==> config.mk <==
export PLATFORM = sky130hd
export DESIGN_NAME = matrix_multiply_unit_flat
export DESIGN_NICKNAME = d
export VERILOG_FILES = /design/src/mmu_pkg.sv /design/src/mmu_if.sv /design/src/mmu_ram.sv /design/src/matrix_multiply_unit.sv /design/src/flat_wrapper.sv
export VERILOG_INCLUDE_DIRS = /design/src /design/src/src
export SDC_FILE = /design/constraint.sdc
export NUM_CORES = 2
export LEC_CHECK = 0
export BUFFER_PORTS_ARGS = -buffer_cell sky130_fd_sc_hd__buf_2
export CAP_MARGIN = 20
export CORE_ASPECT_RATIO = 0.5
export CORE_MARGIN = 2
export CORE_UTILIZATION = 52
export CTS_CLUSTER_SIZE = 24
export DETAILED_ROUTE_END_ITERATION = 12
export PLACE_DENSITY_LB_ADDON = 0.2
export SETUP_SLACK_MARGIN = 0.3
export SLEW_MARGIN = 0
export SYNTH_ARGS = -nofsm -noshare
export SYNTH_HDL_FRONTEND = slang
export SYNTH_HIERARCHICAL = 1
export SYNTH_SLANG_ARGS = --single-unit
==> constraint.sdc <==
create_clock -name clock -period 8.75 [get_ports clock]
set_clock_uncertainty 0.15 [all_clocks]
set_input_delay 0.4375 -clock clock [delete_from_list [all_inputs] [get_ports clock]]
set_output_delay 0.4375 -clock clock [all_outputs]
set_load 0.03 [all_outputs]
==> src/matrix_multiply_unit_defines.svh <==
// Assertion macros shared by the matrix multiply unit RTL.
`ifndef MATRIX_MULTIPLY_UNIT_DEFINES_SVH
`define MATRIX_MULTIPLY_UNIT_DEFINES_SVH

// Same-cycle implication, disabled during reset.
`define MMU_ASSERT_IMPL(label, clk, rst, ante, cons) \
   label: assert property (@(posedge clk) disable iff (rst) (ante) |-> (cons)) \
      else $error("matrix multiply unit: same-cycle check failed");

// Next-cycle implication, disabled during reset.
`define MMU_ASSERT_NEXT(label, clk, rst, ante, cons) \
   label: assert property (@(posedge clk) disable iff (rst) (ante) |=> (cons)) \
      else $error("matrix multiply unit: next-cycle check failed");

`endif

==> src/mmu_pkg.sv <==
// Package with types, constants and helpers of the matrix multiply unit.
`default_nettype none

package mmu_pkg;

   // Largest matrix dimension supported by default.
   localparam int MAX_DIM_DEF = 8;

   // Fixed field widths of the channels.
   localparam int REQ_TYPE_W = 2;
   localparam int INDEX_W    = 3;
   localparam int VALUE_W    = 16;
   localparam int SUM_W      = 36;
   localparam int PROD_W     = 2 * VALUE_W;
   localparam int DIM_W      = 4;

   // Configuration port widths.
   localparam int CSR_ADDR_W = 4;
   localparam int CSR_DATA_W = 32;

   // Request codes.
   localparam logic [REQ_TYPE_W-1:0] REQ_LOAD_A  = 2'd0;
   localparam logic [REQ_TYPE_W-1:0] REQ_LOAD_B  = 2'd1;
   localparam logic [REQ_TYPE_W-1:0] REQ_COMPUTE = 2'd2;

   // Register indexes on the configuration port.
   localparam logic [1:0] CSR_ROWS_A = 2'd0;
   localparam logic [1:0] CSR_COLS_A = 2'd1;
   localparam logic [1:0] CSR_ROWS_B = 2'd2;
   localparam logic [1:0] CSR_COLS_B = 2'd3;

   // Sequencer states.
   typedef enum logic [1:0] {
      ST_IDLE,
      ST_RUN,
      ST_DRAIN,
      ST_ERR
   } state_type;

   // A dimension register of zero acts as one, above the maximum as the maximum.
   function automatic logic [DIM_W-1:0] clamp_dim(input logic [DIM_W-1:0] v,
                                                  input logic [DIM_W-1:0] max_dim);
      logic [DIM_W-1:0] r;
      if (v == '0) begin
         r = DIM_W'(1);
      end else if (v > max_dim) begin
         r = max_dim;
      end else begin
         r = v;
      end
      return r;
   endfunction

endpackage

`default_nettype wire

==> src/mmu_if.sv <==
// Valid/ready channel interfaces for requests and results.
`default_nettype none

interface mmu_req_if;
   import mmu_pkg::*;

   logic                        valid;
   logic                        ready;
   logic [REQ_TYPE_W-1:0]       req_type;
   logic [INDEX_W-1:0]          row_index;
   logic [INDEX_W-1:0]          col_index;
   logic signed [VALUE_W-1:0]   value;

   modport source (output valid, req_type, row_index, col_index, value, input ready);
   modport sink   (input valid, req_type, row_index, col_index, value, output ready);
endinterface

interface mmu_rsp_if;
   import mmu_pkg::*;

   logic                        valid;
   logic                        ready;
   logic [INDEX_W-1:0]          out_row;
   logic [INDEX_W-1:0]          out_col;
   logic signed [SUM_W-1:0]     sum;
   logic                        last;
   logic                        dim_error;

   modport source (output valid, out_row, out_col, sum, last, dim_error, input ready);
   modport sink   (input valid, out_row, out_col, sum, last, dim_error, output ready);
endinterface

`default_nettype wire

==> src/mmu_ram.sv <==
// Generic single-write, single-read RAM with a registered read port.
`default_nettype none

module mmu_ram #(
   parameter int WIDTH = 16,
   parameter int DEPTH = 64
) (
   input  wire logic                     clock,
   input  wire logic                     we,
   input  wire logic [$clog2(DEPTH)-1:0] waddr,
   input  wire logic [WIDTH-1:0]         wdata,
   input  wire logic                     re,
   input  wire logic [$clog2(DEPTH)-1:0] raddr,
   output logic      [WIDTH-1:0]         rdata
);

   logic [WIDTH-1:0] mem_ff [DEPTH];
   logic [WIDTH-1:0] rdata_ff;

   // Write port and registered read port; read data holds while re is low.
   always_ff @(posedge clock) begin
      if (we) begin
         mem_ff[waddr] <= wdata;
      end
      if (re) begin
         rdata_ff <= mem_ff[raddr];
      end
   end

   assign rdata = rdata_ff;

endmodule

`default_nettype wire

==> src/matrix_multiply_unit.sv <==
// Matrix multiply unit: C = A x B over two element stores with a multiply-accumulate pipe.
//
// A load item writes one Q8.8 element of A or B; loads may arrive back to back.
// A compute item walks the stores with one read of each store and one
// multiply-accumulate per cycle while the result side does not stall; that rate
// is set by the single read port of each store. A dimension mismatch moves the
// sequencer to its error state, which loads the single error result into the
// output register once that register is free. New items are taken only while no
// run is in progress; results leave through an output register, so a finished
// result may wait while the next item is accepted. Store entries are undefined
// until written and have no clearing pass.
`default_nettype none
`include "matrix_multiply_unit_defines.svh"

module matrix_multiply_unit #(
   parameter int MAX_DIM = mmu_pkg::MAX_DIM_DEF
) (
   input  wire logic                            clock,
   input  wire logic                            reset,
   mmu_req_if.sink                              req,
   mmu_rsp_if.source                            rsp,
   input  wire logic                            psel,
   input  wire logic                            penable,
   input  wire logic                            pwrite,
   input  wire logic [mmu_pkg::CSR_ADDR_W-1:0]  paddr,
   input  wire logic [mmu_pkg::CSR_DATA_W-1:0]  pwdata,
   output logic      [mmu_pkg::CSR_DATA_W-1:0]  prdata,
   output logic                                 pready
);
   import mmu_pkg::*;

   localparam int DEPTH  = MAX_DIM * MAX_DIM;
   localparam int ADDR_W = $clog2(DEPTH);
   localparam int IDX_W  = $clog2(MAX_DIM);

   // Configuration registers.
   logic [DIM_W-1:0] rows_a_ff, cols_a_ff, rows_b_ff, cols_b_ff;
   logic             csr_write;

   // Sequencer.
   state_type        state_ff, state_in;
   logic [IDX_W-1:0] i_ff, j_ff, k_ff;
   logic [IDX_W-1:0] i_in, j_in, k_in;
   logic             issue, en, stall, err_load, out_load, last_issue;
   logic             last_i, last_j, last_k;
   logic [DIM_W-1:0] n_dim, m_dim, p_dim, f_dim;

   // Input decode.
   logic             req_accept, ld_ok, we_a, we_b, start;
   logic [ADDR_W-1:0] ld_addr, rd_addr_a, rd_addr_b;
   logic [VALUE_W-1:0] rd_a, rd_b;

   // Pipeline stages: read data, product, accumulate.
   logic             s1_valid_ff, s1_first_ff, s1_lastk_ff, s1_lastall_ff;
   logic [IDX_W-1:0] s1_row_ff, s1_col_ff;
   logic             s2_valid_ff, s2_first_ff, s2_lastk_ff, s2_lastall_ff;
   logic [IDX_W-1:0] s2_row_ff, s2_col_ff;
   logic signed [PROD_W-1:0] prod_ff;
   logic signed [SUM_W-1:0]  acc_ff, acc_sum;

   // Output register.
   logic                    rsp_valid_ff;
   logic [INDEX_W-1:0]      out_row_ff, out_col_ff;
   logic signed [SUM_W-1:0] sum_ff;
   logic                    last_ff, dim_error_ff;

   // Configuration write and read-back.
   assign pready    = 1'b1;
   assign csr_write = psel && penable && pwrite && pready;

   always_ff @(posedge clock) begin
      if (reset) begin
         rows_a_ff <= DIM_W'(8);
         cols_a_ff <= DIM_W'(8);
         rows_b_ff <= DIM_W'(8);
         cols_b_ff <= DIM_W'(8);
      end else if (csr_write) begin
         unique case (paddr[3:2])
            CSR_ROWS_A: rows_a_ff <= pwdata[DIM_W-1:0];
            CSR_COLS_A: cols_a_ff <= pwdata[DIM_W-1:0];
            CSR_ROWS_B: rows_b_ff <= pwdata[DIM_W-1:0];
            CSR_COLS_B: cols_b_ff <= pwdata[DIM_W-1:0];
            default: ;
         endcase
      end
   end

   always_comb begin
      unique case (paddr[3:2])
         CSR_ROWS_A: prdata = CSR_DATA_W'(rows_a_ff);
         CSR_COLS_A: prdata = CSR_DATA_W'(cols_a_ff);
         CSR_ROWS_B: prdata = CSR_DATA_W'(rows_b_ff);
         CSR_COLS_B: prdata = CSR_DATA_W'(cols_b_ff);
         default:    prdata = '0;
      endcase
   end

   // Effective dimensions.
   assign n_dim = clamp_dim(rows_a_ff, DIM_W'(MAX_DIM));
   assign m_dim = clamp_dim(cols_a_ff, DIM_W'(MAX_DIM));
   assign p_dim = clamp_dim(rows_b_ff, DIM_W'(MAX_DIM));
   assign f_dim = clamp_dim(cols_b_ff, DIM_W'(MAX_DIM));

   // Input transfer decode; loads out of range are dropped.
   assign req_accept = req.valid && req.ready;
   assign ld_ok      = (DIM_W'(req.row_index) < DIM_W'(MAX_DIM)) &&
                       (DIM_W'(req.col_index) < DIM_W'(MAX_DIM));
   assign we_a       = req_accept && (req.req_type == REQ_LOAD_A) && ld_ok;
   assign we_b       = req_accept && (req.req_type == REQ_LOAD_B) && ld_ok;
   assign start      = req_accept && (req.req_type == REQ_COMPUTE);
   assign ld_addr    = ADDR_W'(32'(req.row_index) * 32'(MAX_DIM) + 32'(req.col_index));

   // Walk position.
   assign last_k     = (DIM_W'(k_ff) == m_dim - DIM_W'(1));
   assign last_j     = (DIM_W'(j_ff) == f_dim - DIM_W'(1));
   assign last_i     = (DIM_W'(i_ff) == n_dim - DIM_W'(1));
   assign last_issue = last_k && last_j && last_i;
   assign rd_addr_a  = ADDR_W'(32'(i_ff) * 32'(MAX_DIM) + 32'(k_ff));
   assign rd_addr_b  = ADDR_W'(32'(k_ff) * 32'(MAX_DIM) + 32'(j_ff));

   // The pipe stalls only when a finished element meets a full output register.
   assign stall    = s2_valid_ff && s2_lastk_ff && rsp_valid_ff && !rsp.ready;
   assign en       = !stall;
   assign out_load = s2_valid_ff && s2_lastk_ff && en;

   // Element stores.
   mmu_ram #(.WIDTH(VALUE_W), .DEPTH(DEPTH)) u_store_a (
      .clock (clock),
      .we    (we_a),
      .waddr (ld_addr),
      .wdata (req.value),
      .re    (issue && en),
      .raddr (rd_addr_a),
      .rdata (rd_a)
   );

   mmu_ram #(.WIDTH(VALUE_W), .DEPTH(DEPTH)) u_store_b (
      .clock (clock),
      .we    (we_b),
      .waddr (ld_addr),
      .wdata (req.value),
      .re    (issue && en),
      .raddr (rd_addr_b),
      .rdata (rd_b)
   );

   // Next state.
   always_comb begin
      state_in = state_ff;
      unique case (state_ff)
         ST_IDLE: begin
            if (start) begin
               state_in = (m_dim != p_dim) ? ST_ERR : ST_RUN;
            end
         end
         ST_RUN: begin
            if (en && last_issue) begin
               state_in = ST_DRAIN;
            end
         end
         ST_DRAIN: begin
            if (!s1_valid_ff && !s2_valid_ff) begin
               state_in = ST_IDLE;
            end
         end
         ST_ERR: begin
            if (err_load) begin
               state_in = ST_IDLE;
            end
         end
         default: state_in = ST_IDLE;
      endcase
   end

   // Sequencer outputs.
   always_comb begin
      req.ready = 1'b0;
      issue     = 1'b0;
      err_load  = 1'b0;
      unique case (state_ff)
         ST_IDLE:  req.ready = 1'b1;
         ST_RUN:   issue     = 1'b1;
         ST_DRAIN: ;
         ST_ERR:   err_load  = !rsp_valid_ff || rsp.ready;
         default:  ;
      endcase
   end

   // Walk counters: k innermost, then column, then row.
   always_comb begin
      i_in = i_ff;
      j_in = j_ff;
      k_in = k_ff;
      if (start) begin
         i_in = '0;
         j_in = '0;
         k_in = '0;
      end else if (issue && en) begin
         if (last_k) begin
            k_in = '0;
            if (last_j) begin
               j_in = '0;
               i_in = i_ff + IDX_W'(1);
            end else begin
               j_in = j_ff + IDX_W'(1);
            end
         end else begin
            k_in = k_ff + IDX_W'(1);
         end
      end
   end

   always_ff @(posedge clock) begin
      if (reset) begin
         state_ff <= ST_IDLE;
         i_ff     <= '0;
         j_ff     <= '0;
         k_ff     <= '0;
      end else begin
         state_ff <= state_in;
         i_ff     <= i_in;
         j_ff     <= j_in;
         k_ff     <= k_in;
      end
   end

   // Pipeline valid bits.
   always_ff @(posedge clock) begin
      if (reset) begin
         s1_valid_ff <= 1'b0;
         s2_valid_ff <= 1'b0;
      end else if (en) begin
         s1_valid_ff <= issue;
         s2_valid_ff <= s1_valid_ff;
      end
   end

   // Pipeline tags and the product register.
   always_ff @(posedge clock) begin
      if (en) begin
         s1_first_ff   <= (k_ff == '0);
         s1_lastk_ff   <= last_k;
         s1_lastall_ff <= last_j && last_i;
         s1_row_ff     <= i_ff;
         s1_col_ff     <= j_ff;
         s2_first_ff   <= s1_first_ff;
         s2_lastk_ff   <= s1_lastk_ff;
         s2_lastall_ff <= s1_lastall_ff;
         s2_row_ff     <= s1_row_ff;
         s2_col_ff     <= s1_col_ff;
         prod_ff       <= $signed(rd_a) * $signed(rd_b);
      end
   end

   // Accumulator; the first term of each dot product starts from zero.
   assign acc_sum = (s2_first_ff ? SUM_W'(0) : acc_ff) + SUM_W'(prod_ff);

   always_ff @(posedge clock) begin
      if (en && s2_valid_ff) begin
         acc_ff <= acc_sum;
      end
   end

   // Output register: a product element or the error result.
   always_ff @(posedge clock) begin
      if (reset) begin
         rsp_valid_ff <= 1'b0;
      end else if (out_load || err_load) begin
         rsp_valid_ff <= 1'b1;
      end else if (rsp.ready) begin
         rsp_valid_ff <= 1'b0;
      end
   end

   always_ff @(posedge clock) begin
      if (out_load) begin
         out_row_ff   <= INDEX_W'(s2_row_ff);
         out_col_ff   <= INDEX_W'(s2_col_ff);
         sum_ff       <= acc_sum;
         last_ff      <= s2_lastall_ff;
         dim_error_ff <= 1'b0;
      end else if (err_load) begin
         out_row_ff   <= '0;
         out_col_ff   <= '0;
         sum_ff       <= '0;
         last_ff      <= 1'b1;
         dim_error_ff <= 1'b1;
      end
   end

   assign rsp.valid     = rsp_valid_ff;
   assign rsp.out_row   = out_row_ff;
   assign rsp.out_col   = out_col_ff;
   assign rsp.sum       = sum_ff;
   assign rsp.last      = last_ff;
   assign rsp.dim_error = dim_error_ff;

   // Checks on the sequencer and the pipe.
   `MMU_ASSERT_IMPL(a_ready_pipe_empty, clock, reset, req.ready, !s1_valid_ff && !s2_valid_ff)
   `MMU_ASSERT_IMPL(a_load_slot_free, clock, reset, out_load || err_load, !rsp_valid_ff || rsp.ready)
   `MMU_ASSERT_IMPL(a_pipe_busy_state, clock, reset, s1_valid_ff, state_ff != ST_IDLE)
   `MMU_ASSERT_NEXT(a_stall_holds_product, clock, reset, stall, $stable(prod_ff) && s2_valid_ff)

endmodule

`default_nettype wire
==> src/flat_wrapper.sv <==
// flat-port wrapper written by rule: the top's interface ports become plain ports
module matrix_multiply_unit_flat import mmu_pkg::*;
#(
   parameter int MAX_DIM = mmu_pkg::MAX_DIM_DEF
)
  (clock, reset, psel, penable, pwrite, paddr, pwdata, prdata, pready, req_valid, req_req_type, req_row_index, req_col_index, req_value, req_ready, rsp_valid, rsp_out_row, rsp_out_col, rsp_sum, rsp_last, rsp_dim_error, rsp_ready);
  mmu_req_if req_i ();
  mmu_rsp_if rsp_i ();
  input  wire logic clock;
  input  wire logic reset;
  input  wire logic psel;
  input  wire logic penable;
  input  wire logic pwrite;
  input  wire logic [mmu_pkg::CSR_ADDR_W-1:0] paddr;
  input  wire logic [mmu_pkg::CSR_DATA_W-1:0] pwdata;
  output logic      [mmu_pkg::CSR_DATA_W-1:0] prdata;
  output logic pready;
  input wire logic [$bits(req_i.valid)-1:0] req_valid;
  input wire logic [$bits(req_i.req_type)-1:0] req_req_type;
  input wire logic [$bits(req_i.row_index)-1:0] req_row_index;
  input wire logic [$bits(req_i.col_index)-1:0] req_col_index;
  input wire logic [$bits(req_i.value)-1:0] req_value;
  output wire logic [$bits(req_i.ready)-1:0] req_ready;
  output wire logic [$bits(rsp_i.valid)-1:0] rsp_valid;
  output wire logic [$bits(rsp_i.out_row)-1:0] rsp_out_row;
  output wire logic [$bits(rsp_i.out_col)-1:0] rsp_out_col;
  output wire logic [$bits(rsp_i.sum)-1:0] rsp_sum;
  output wire logic [$bits(rsp_i.last)-1:0] rsp_last;
  output wire logic [$bits(rsp_i.dim_error)-1:0] rsp_dim_error;
  input wire logic [$bits(rsp_i.ready)-1:0] rsp_ready;
  assign req_i.valid = req_valid;
  assign req_i.req_type = req_req_type;
  assign req_i.row_index = req_row_index;
  assign req_i.col_index = req_col_index;
  assign req_i.value = req_value;
  assign req_ready = req_i.ready;
  assign rsp_valid = rsp_i.valid;
  assign rsp_out_row = rsp_i.out_row;
  assign rsp_out_col = rsp_i.out_col;
  assign rsp_sum = rsp_i.sum;
  assign rsp_last = rsp_i.last;
  assign rsp_dim_error = rsp_i.dim_error;
  assign rsp_i.ready = rsp_ready;
  matrix_multiply_unit #(.MAX_DIM(MAX_DIM)) u_core (.clock(clock), .reset(reset), .req(req_i), .rsp(rsp_i), .psel(psel), .penable(penable), .pwrite(pwrite), .paddr(paddr), .pwdata(pwdata), .prdata(prdata), .pready(pready));
endmodule
Yosys cells after proc, flatten, opt, wreduce, memory -nomap -nowiden. Memories as Yosys holds them, arrays and structs flattened. A register that Yosys moved wholly into a read port is not among the register bits. Cells that the tools add are included.

Register bits: 160. Latch bits: 0. RAM bits: 2048. ROM bits: 0. Bits of input ports: 67. Output and inout bits: 79. Word-level logic and storage cells: 137. Memories kept: 2.

$add $sub $neg: 10. $mul: 1. Div/mod/pow operators: 0. $lt $le $gt $ge: 4. Eq/ne operators: 16. Shift operators: 0. Muxes and demuxes: 34. Bitwise gates (word level): 0. Reduce and logical (&&, ||, !) cells: 42.

Memory list: u_core.u_store_a.mem_ff (words 64, bits a word 16, read ports 1, clocked after Yosys merged registers in 1, write ports 1, line mmu_ram.sv:17) `logic [WIDTH-1:0] mem_ff [DEPTH];`; u_core.u_store_b.mem_ff (words 64, bits a word 16, read ports 1, clocked after Yosys merged registers in 1, write ports 1, line mmu_ram.sv:17).

Operators with widths (number): 32-bit one-hot mux with 4 select lines (1); 36-bit 2-to-1 mux (3); 36-bit by 32-bit adder with 36-bit output (1); 16-bit by 16-bit multiplier with 32-bit output (1); 4-bit 2-to-1 mux (8); 6-bit by 3-bit adder with 6-bit output (3); 1-bit logical AND (17); 4-bit > comparator (second input constant) (4); 4-bit zero test (4); 3-bit 2-to-1 mux (5); 3-bit by 4-bit == test with 1-bit output (3); 4-bit by 1-bit subtractor with 4-bit output (second input constant) (3); 1-bit 2-to-1 mux (11); 2-bit == test (second input constant) (5); 2-bit 2-to-1 mux (5); 2-bit AND reduction (5); 3-bit by 1-bit adder with 3-bit output (second input constant) (3); 2-bit by 1-bit inequality test with 1-bit output (second input constant) (4); 2-bit one-hot mux with 4 select lines (1); 2-bit by 1-bit == test with 1-bit output (second input constant) (3); 2-bit zero test (3); 1-bit zero test (5); 4-bit inequality test (1); 4-bit AND reduction (1); 5 further kinds (7).

Depth between registers and ports, before layout.
Depth after elaboration: 10. Depth in mapped cells: 25. Depth with buffers taken out: 24.

Cells and area by module. The synthesis kept the hierarchy.

Modules (own cells, without submodules): mmu_ram (times used 2, cells an instance 1829, area an instance 40202.3 um2, sequential area each 31230.0 um2); matrix_multiply_unit (times used 1, cells an instance 1788, area an instance 18018.5 um2, sequential area each 4494.3 um2).

Worst setup path after synthesis. Ideal clock, no wire load.

Path type: reg2reg. Start point: register u_core.u_store_b.rdata_ff[7], in the netlist u_core/u_store_b/rdata[7] (read register of u_core.u_store_b.mem_ff). End point: register u_core.prod_ff[30] (data pin). Library setup time: 0.266 ns. Arrival time: 5.792 ns. Data required time: 8.334 ns. Setup slack: 2.542 ns. Cell stages (with the launch flop): 23. Buffers on the path: 1. Period minus slack after synthesis: 6.208 ns. Cells stage by stage: edfxtp_1 > clkbuf_1 > nand2_1 > fa_1 > inv_1 > fa_1 > inv_1 > fa_1 > inv_1 > fa_1 > fa_1 > inv_1 > fa_1 > inv_1 > ha_1 > a211o_1 > a21oi_1 > o31ai_1 > a311oi_1 > o21ai_0 > a41oi_1 > a21boi_0 > xor2_1.

Word-level cells in the longest chain between the ends: 1.

Ends and longest elaborated chain: start, declared (line mmu_ram.sv:18) `logic [WIDTH-1:0] rdata_ff;`; 16-bit by 16-bit multiplier with 32-bit output (line matrix_multiply_unit.sv:251) `prod_ff <= $signed(rd_a) * $signed(rd_b);`; end signal, assigned (line matrix_multiply_unit.sv:251); end, declared (line matrix_multiply_unit.sv:58) `logic signed [PROD_W-1:0] prod_ff;`.

No other way between the ends. A chain may end at the register's enable or synchronous reset.

Worst setup path in the final report.
Start point: register u_core.u_store_b.rdata_ff[2], in the netlist u_core/u_store_b/rdata[2] (read register of u_core.u_store_b.mem_ff). End point: register u_core.prod_ff[30] (data pin).

Same word-level chain as after synthesis.

==> impl_metrics.csv <==
group,metric,value,unit
grt,grt_pass1_wl,342000,um
worst_setup_path,r2r-start,"u_core/u_store_b/rdata[2]",
detailed_routing,wl_per_cell,27.8,um
worst_setup_path,endpoint_kind,"register",
cells_and_area,fill_cells,14000,
detailed_routing,drc,0,
worst_setup_path,setup.worst_path.end,"u_core/prod_ff[30]",
worst_setup_path,path_cells,"and2_1 > fa_1 > fa_1 > ha_1 > inv_1 > fa_1 > inv_1 > fa_1 > inv_1 > fa_1 > inv_1 > ha_1 > a211oi_1 > o21ai_0 > o211ai_1 > a21oi_1 > a311oi_1 > o21ai_0 > a41oi_1 > a21boi_0 > xor2_1",
worst_setup_path,rrSetupSlack,1420,ps
yosys,yosysTopAreaCell,"edfxtp_1",
clock_network,clockBufferDepth,4,
clock_network,cts_setup_buffers,0,
timing,timing.final.ws_setup,1420,ps
worst_setup_path,critPathMaxStageDelay,830,ps
power,netSwitchingPower,6.57,mW
die,die-width,619,um
worst_hold_path,holdCritPathClass,"in2reg",
clock_network,clock_latency,850,ps
timing,worst_pin_slew,1220,ps
worst_setup_path,startpoint,"u_core/u_store_b/rdata[2]",
timing,finalSetupTns,0,ps
die,io_pins,146,
grt,grt_overflow,0,
clock_network,clkTransAtPathRegs,70,ps
clock_network,hold_buffers,15,
yosys,ys.flop_type,"edfxtp_1",
yosys,synth_cell_types,83,
cells_and_area,stdcell_count,8314,
yosys,synth_area_leaders,"edfxtp_1 67%, mux4_2 10%, fa_1 5.3%, mux2i_1 1.9%, ha_1 1.6%",
power,swShare,0.259,
detailed_routing,drt_pass1_iterations,5,
timing,fin_crit_sh,0.838,
placement,dp_slack,1440,ps
grt,grt_pass1_vias,51400,
yosys,synth.ff_latch_count,2240,
die,start_util,0.526,
cells_and_area,nNetsFinal,6105,
clock_network,clock_sinks,2240,
power,pwr_density_cell,234,nW/um^2
yosys,yosysTopAreaCellShare,0.674,
timing,finalMaxSlewViolations,0,
timing,min_period,7330,ps
run,max-cap-violations,0,
worst_setup_path,cp_max_fo,16,
clock_network,numCtsBuffers,196,
worst_setup_path,arrival,7760,ps
power,power_frac_comb,0.178,
worst_setup_path,cpMostUsedCell,"fa_1",
detailed_routing,drtAntennaViolNets,0,
yosys,syn-instance-count,5446,
power,vdd_drop_max,0.311,mV
grt,grt_max_degree,106,
timing,slew_headroom,0.181,
placement,placedCellCount,7938,
yosys,synth_edf_count,2209,
detailed_routing,drtIter0Drc,5384,
clock_network,cts_root_buf,"clkbuf_16",
worst_setup_path,criticalPathCategory,"reg2reg",
timing,finalHoldViolCount,0,
placement,gp_congestion,0.856,
grt,antenna_found_initial,20,
run_status,status,"complete, no violations",
detailed_routing,num_vias,50700,
detailed_routing,wl,231000,um
yosys,syn_area,98400,um^2
placement,io_buffers,86,
power,p_clk_frac,0.342,
die,rows,112,
clock_network,cts_resized,0,
cells_and_area,syn_to_final_growth,9.95,%
placement,hpwl,143000,um
grt,grt_usage,0.241,
clock_network,cts.htree.levels,4,
yosys,synth_warnings,6,
power,p_int,18.8,mW
power,pwr-share-seq,0.481,
die,fp.dieH,312,um
die,dieArea,193000,um^2
worst_setup_path,ff2ff_path_depth,21,
die,core,187000,um^2
timing,fmax,136,MHz
timing,rsz0062_at_grt,"false",
cells_and_area,drive_gt1_frac,0.190,
yosys,async_flop_share,0,
worst_setup_path,cp.required,9180,ps
timing,setup_viol,0,
worst_setup_path,slowest_stage,"edfxtp_1",
worst_setup_path,cp-start-kind,"register",
yosys,synth.avg_cell_area,18.1,um^2
power,total_leakage_power,35.4,nW
clock_network,cts_tree,"done",
detailed_routing,vias_per_cell,6.10,
worst_setup_path,timing.rr.end,"u_core/prod_ff[30]",
yosys,ys_seq_area_frac,0.680,
[how the worst min path moves through the flow]
stage,startpoint,end,cells after the start
floorplan,u_core/s1_col_ff[0],u_core/s2_col_ff[0],0
global placement,u_core/s1_lastk_ff,u_core/s2_lastk_ff,0
detailed placement,u_core/s1_row_ff[1],u_core/s2_row_ff[1],0
CTS,penable,u_core/rows_b_ff[2],5
global route,req_value[11],u_core/u_store_a/mem_ff[12][11],1
finish,req_value[7],u_core/u_store_a/mem_ff[31][7],1
[cell usage in the layout (no fill, tap or decap), drive strengths merged, types with 55 or more instances in the layout]
| cell type | netlist | routed |
|---|---|---|
| and2 | 177 | 177 |
| clkbuf | 105 | 241 |
| fa | 263 | 263 |
| a22oi | 78 | 78 |
| nor2 | 224 | 224 |
| mux2i | 184 | 184 |
| a21oi | 102 | 102 |
| mux2 | 55 | 55 |
| nand3 | 64 | 64 |
| buf | 183 | 253 |
| inv | 337 | 340 |
| xnor2 | 66 | 66 |
| ha | 124 | 124 |
| clkinv | 0 | 72 |
| nand2 | 259 | 259 |
| edfxtp | 2209 | 2209 |
| mux4 | 452 | 452 |
| nor2b | 110 | 110 |
[cell families after synthesis]
family          count (synthesis)  synth area share
flops                        2240             0.680
simple gates                  954            0.0487
other cells                     2         0.0000763
mux                           691             0.129
fa+ha+maj                     387            0.0693
compound gates                458            0.0331
xor+xnor                       89           0.00792
buf+inv                       625            0.0319
[critical path: cells and delay by family (launching register included)]
kind | cells | cell delay [ps]
adder cells (fa/ha/maj) | 7 | 2930
AO/OA/AOI/OAI | 8 | 2560
flip-flops | 1 | 830
AND/OR/NAND/NOR | 1 | 260
buffers and inverters | 4 | 190
XOR/XNOR | 1 | 160
[synthesized netlist by cell type, types with 66 or more instances]
cell         n
a21oi_1    102
a22oi_1     78
and2_1     177
buf_2       72
clkbuf_1    99
edfxtp_1  2209
fa_1       263
ha_1       124
inv_1      337
mux2i_1    184
mux4_2     444
nand2_1    257
nor2_1     219
nor2b_1    110
xnor2_1     66
[sequential cells by signal, summed over array words and instances, names as in the netlist, 16 cells and up]
| name | cells |
|---|---|
| u_core/u_store_b/mem_ff | 1024 |
| u_core/prod_ff | 32 |
| u_core/u_store_a/mem_ff | 1024 |
| u_core/rsp.sum | 36 |
| u_core/u_store_a/rdata | 16 |
| u_core/acc_ff | 36 |
| u_core/u_store_b/rdata | 16 |
[metrics by stage]
stage	utilization	hold slack, ps	power (mW)	area [um^2]
after floorplan	-	250	15.7	98500
after global placement	0.543	252	16.8	102000
after detailed placement	0.543	255	16.9	102000
after CTS	0.577	2.77	25.5	108000
after global routing	0.578	36.0	26.5	108000
final	0.578	49.7	25.4	108000
[metal layers]
metal  routed length, um  track usage
met1               98900        0.363
met4                5840       0.0603
met2              107000        0.370
met5                  13            0
met3               19900       0.0416
[power groups by stage]
stage / clock network [mW] / registers, mW / logic [mW]
global route: 9.24 / 12.2 / 5.10
finish: 8.67 / 12.2 / 4.52
detailed placement: 0 / 12.4 / 4.47
global placement: 0 / 12.4 / 4.37
CTS: 8.82 / 12.2 / 4.51
floorplan: 0 / 12.4 / 3.34
[layout make-up]
type | count | area [um^2] | share of cell area
flip-flops and latches | 2240 | 67000 | 0.619
multi-input cells | 2608 | 28600 | 0.264
clock buffers | 241 | 5160 | 0.0477
well taps | 2508 | 3140 | 0.0290
repair buffers | 268 | 1980 | 0.0183
inverters | 337 | 1260 | 0.0117
clock inverters | 105 | 1090 | 0.0101
diodes | 7 | 17.5 | 0.000162
Power figures use the tool's default switching activity.
